--- config.mk ---
export PLATFORM = sky130hd
export DESIGN_NAME = srt_ram
export DESIGN_NICKNAME = d
export VERILOG_FILES = /design/src/rtl/srt_ram.sv
export SDC_FILE = /design/constraint.sdc
export NUM_CORES = 2
export LEC_CHECK = 0
export BUFFER_PORTS_ARGS = -buffer_cell sky130_fd_sc_hd__buf_2
export CORE_MARGIN = 2
export CORE_UTILIZATION = 55
export CTS_BUF_LIST = sky130_fd_sc_hd__clkbuf_4 sky130_fd_sc_hd__clkbuf_8 sky130_fd_sc_hd__clkbuf_16
export DETAILED_ROUTE_END_ITERATION = 10
export PLACE_DENSITY_LB_ADDON = 0.3
export SYNTH_ARGS = -nofsm -noshare
export SYNTH_HDL_FRONTEND = slang
export SYNTH_SLANG_ARGS = --single-unit
--- constraint.sdc ---
create_clock -name clk -period 11.3 [get_ports clk]
set_input_delay 1.13 -clock clk [delete_from_list [all_inputs] [get_ports clk]]
set_output_delay 1.13 -clock clk [all_outputs]
set_load 0.02 [all_outputs]
--- src/rtl/srt_ram.sv ---
// ----------------------------------------------------------------------------
// srt_ram
// Generic single write port, single read port RAM with registered read.
// ----------------------------------------------------------------------------
module srt_ram #(
  parameter int WIDTH = 64,
  parameter int DEPTH = 64
) (
  input  logic                                    clk,
  input  logic                                    we,
  input  logic [(DEPTH > 1 ? $clog2(DEPTH) : 1)-1:0] waddr,
  input  logic [WIDTH-1:0]                        wdata,
  input  logic [(DEPTH > 1 ? $clog2(DEPTH) : 1)-1:0] raddr,
  output logic [WIDTH-1:0]                        rdata
);

  logic [WIDTH-1:0] mem [DEPTH];

  always_ff @(posedge clk) begin
    if (we) begin
      mem[waddr] <= wdata;
    end
    rdata <= mem[raddr];
  end

endmodule

==> flow_summary.toml <==
[placement]
place_congestion = 0.802
place_hpwl_um = 217000
io_buffers = 141

[floorplan]
rows = 195
fp.dieH_um = 537
die_area_um2 = 289000
coreArea_um2 = 283000
die_x_um = 537
start_util_pct = 55.3
ios = 142

[routing]
final_antenna_net_count = 0
dr.pass1.iters = 6
viasPerCell = 6.96
drt-total-wl_um = 430000
drc = 0
wire_per_inst_um = 38.8
vias = 77100
dr.first_iter.drc_count = 12600

[layout]
area_growth_pct = 12.3
area.sequential_um2 = 124000
drive_above_1_share_pct = 29.0
finalNetCount = 7049
fillers = 18500
multiInputGateArea_um2 = 30800

[global_route]
grt_pass1_wl_um = 596000
grt_pass1_vias = 76000
track_usage_pct = 29.9
overflow = 0
antenna_found_initial = 34
grt_max_degree = 132

[min_path]
min_path_cells = 3
worstHoldStart = "waddr[2]"
min_to = "mem[54][63]"
hold_path.class = "in2reg"

[clock_network]
post_cts_buffers = 0
clockBufferDepth = 4
clkSinkCount = 4160
hold_buffers = 0
clkLatencyLatePin_ns = 0.98
post_cts_resized = 0
cts_htree_levels = 5
cts_tree = "done"
cts_root_buffer = "clkbuf_16"
clkTransAtPathRegs_ns = 0.06
cts_buffers = 404

[timing]
finalSetupTns_ns = 0
slew_headroom_pct = 11.5
worst_pin_slew_ns = 1.33
hold_viol = 0
rsz0062_at_grt = "false"
whs_ns = 0.799
setup_viol = 0
post-route-period-util_pct = 38.3
finalMaxSlewViolations = 0
fin_skew_ns = 0.0657
fmax_mhz = 231
period_needed_ns = 4.32

[run]
cap_viol_max_count = 0

[synthesis]
synth_warnings = 0
synth_cell_types = 33
synth_nets = 6676
synth_area_um2 = 156000
netlist_instances = 6598
ys_seq_elements = 4160
avgSynthCellArea_um2 = 23.7
ys_seq_area_share_pct = 79.5

[worst_setup_path]
reg2reg_slack_ns = 9.14
rr_worst_depth = 5
required_ns = 11.84
crit_fanout = 34
cpMostUsedCell = "buf_4"
arrival_ns = 4.86
r2r-end = "rdata[46]"
timing.critical_path.from = "waddr[2]"
r2r_start = "mem[13][46]"
path_cells = "buf_2 > nor2b_1 > nand3_1 > nor2_4 > buf_4 > buf_4"
cp_slowest_cell = "nor2_4"
critPathCaptureType = "register"
critPathKind = "in2reg"
start_kind = "input port"
critPathMaxStageDelay_ns = 0.99

[power_and_ir_drop]
ir_drop_mv = 0.148
pwr_density_cell_nw_per_um2 = 182
p_leak_nw = 54.9

[run_status]
status = "complete, no violations"
==> cells by family (layout without fill, tap and decap cells) <==
logic type             count (synthesis)  in the layout  synth area share [%]
DFF                                 4160           4160                  79.5
buffers and inverters                389           1097                  1.18
AOI/OAI and AO/OA                    504            504                  2.48
other                                  0             26                     0
muxes                               1159           1159                  15.6
and+or+nand+nor                      386            386                  1.24
==> through the flow <==
| stage | cell area (um2) | instances | power (mW) | worst slack (ns) | utilization, % |
|---|---|---|---|---|---|
| finish | 176000 | 11100 | 32.0 | 6.98 | 62.1 |
| detailed placement | 162000 | 10300 | 18.9 | 6.14 | 57.4 |
| global route | 176000 | 11100 | 32.8 | 6.83 | 62.1 |
| global placement | 162000 | 10300 | 18.9 | 6.19 | 57.4 |
| CTS | 176000 | 11000 | 32.1 | 7.11 | 62.1 |
| floorplan | 156000 | 6598 | 18.3 | 4.73 | - |
==> how the worst max path moves through the flow <==
stage / endpoint / slack (ns) / depth (start not counted)
finish: mem[45][48] / 6.98 / 6
global route: rdata[40] / 6.83 / 8
CTS: rdata[40] / 7.11 / 8
detailed placement: rdata[40] / 6.14 / 8
global placement: rdata[40] / 6.19 / 8
floorplan: mem[48][0] / 4.73 / 4
==> layer usage <==
layer	track usage [%]	wire [um]
met1	40.8	150000
met2	48.4	211000
met5	0	95
met4	9.93	16600
met3	6.62	52800
==> final cells by class <==
cell class | instances | area share, %
clock buffers | 518 | 6.35
well taps | 3743 | 2.67
multi-input cells | 2049 | 17.5
flip-flops and latches | 4160 | 70.8
repair buffers | 337 | 1.40
clock inverters | 223 | 1.20
diodes | 26 | 0.0371
inverters | 19 | 0.0406
==> registers in the layout, summed over array words and instances, names as in the netlist <==
name   cells
mem     4096
rdata     64
==> power breakdown <==
part           internal, mW  switching, mW  leakage (nW)  total, mW
logic                 0.521          0.926          10.9       1.45
clock network          7.64           5.76          6.61       13.4
registers              17.1         0.0866          37.4       17.2
total                  25.2           6.78          54.9       32.0
==> placed cells by master, fill, tap and decap left out, types with 19 or more instances in the layout <==
| master | n |
|---|---|
| edfxtp_1 | 4096 |
| mux4_2 | 1024 |
| clkbuf_16 | 406 |
| buf_4 | 177 |
| a22oi_1 | 168 |
| buf_2 | 138 |
| mux2i_1 | 135 |
| clkinv_1 | 93 |
| a22o_1 | 88 |
| clkbuf_4 | 88 |
| o22ai_1 | 83 |
| clkinv_2 | 68 |
| nor2_4 | 65 |
| and3_1 | 64 |
| dfxtp_1 | 64 |
| a211oi_1 | 63 |
| nand2_1 | 56 |
| nor2_1 | 47 |
| nand3_1 | 45 |
| o221ai_1 | 38 |
| or3_1 | 29 |
| or2_2 | 28 |
| bufinv_16 | 28 |
| diode_2 | 26 |
| a41oi_1 | 26 |
| nor2b_1 | 24 |
| clkbuf_8 | 24 |
| buf_12 | 20 |
| inv_1 | 19 |
| a2bb2oi_1 | 19 |
==> Yosys cell counts (all sizes together) <==
cell type  instances  share of area (%)
a211oi            63               0.30
a22o              88               0.49
a22oi            168               0.81
a2bb2oi           19               0.11
a31o               1             0.0056
a31oi             18              0.072
a41oi             26               0.15
and2               3              0.012
and3              64               0.26
buf              230               0.80
clkbuf           140               0.34
dfxtp             64               0.82
edfxtp          4096                 79
inv               19              0.046
mux2i            135               0.86
mux4            1024                 15
nand2             58               0.14
nand2b            11              0.044
nand3             45               0.14
nand3b             2             0.0096
nand4              2             0.0080
nand4b             1             0.0056
nor2             112               0.27
nor2b             28               0.11
nor3               2             0.0064
o221ai            38               0.21
o22ai             83               0.33
or2               28               0.11
or3               29               0.12
or3b               1             0.0056
==> worst max-delay path, delay by kind of cell <==
kind,cells,cell delay (ns)
simple gates,3,1.82
buf+inv,3,1.72
Power figures use the tool's default switching activity.
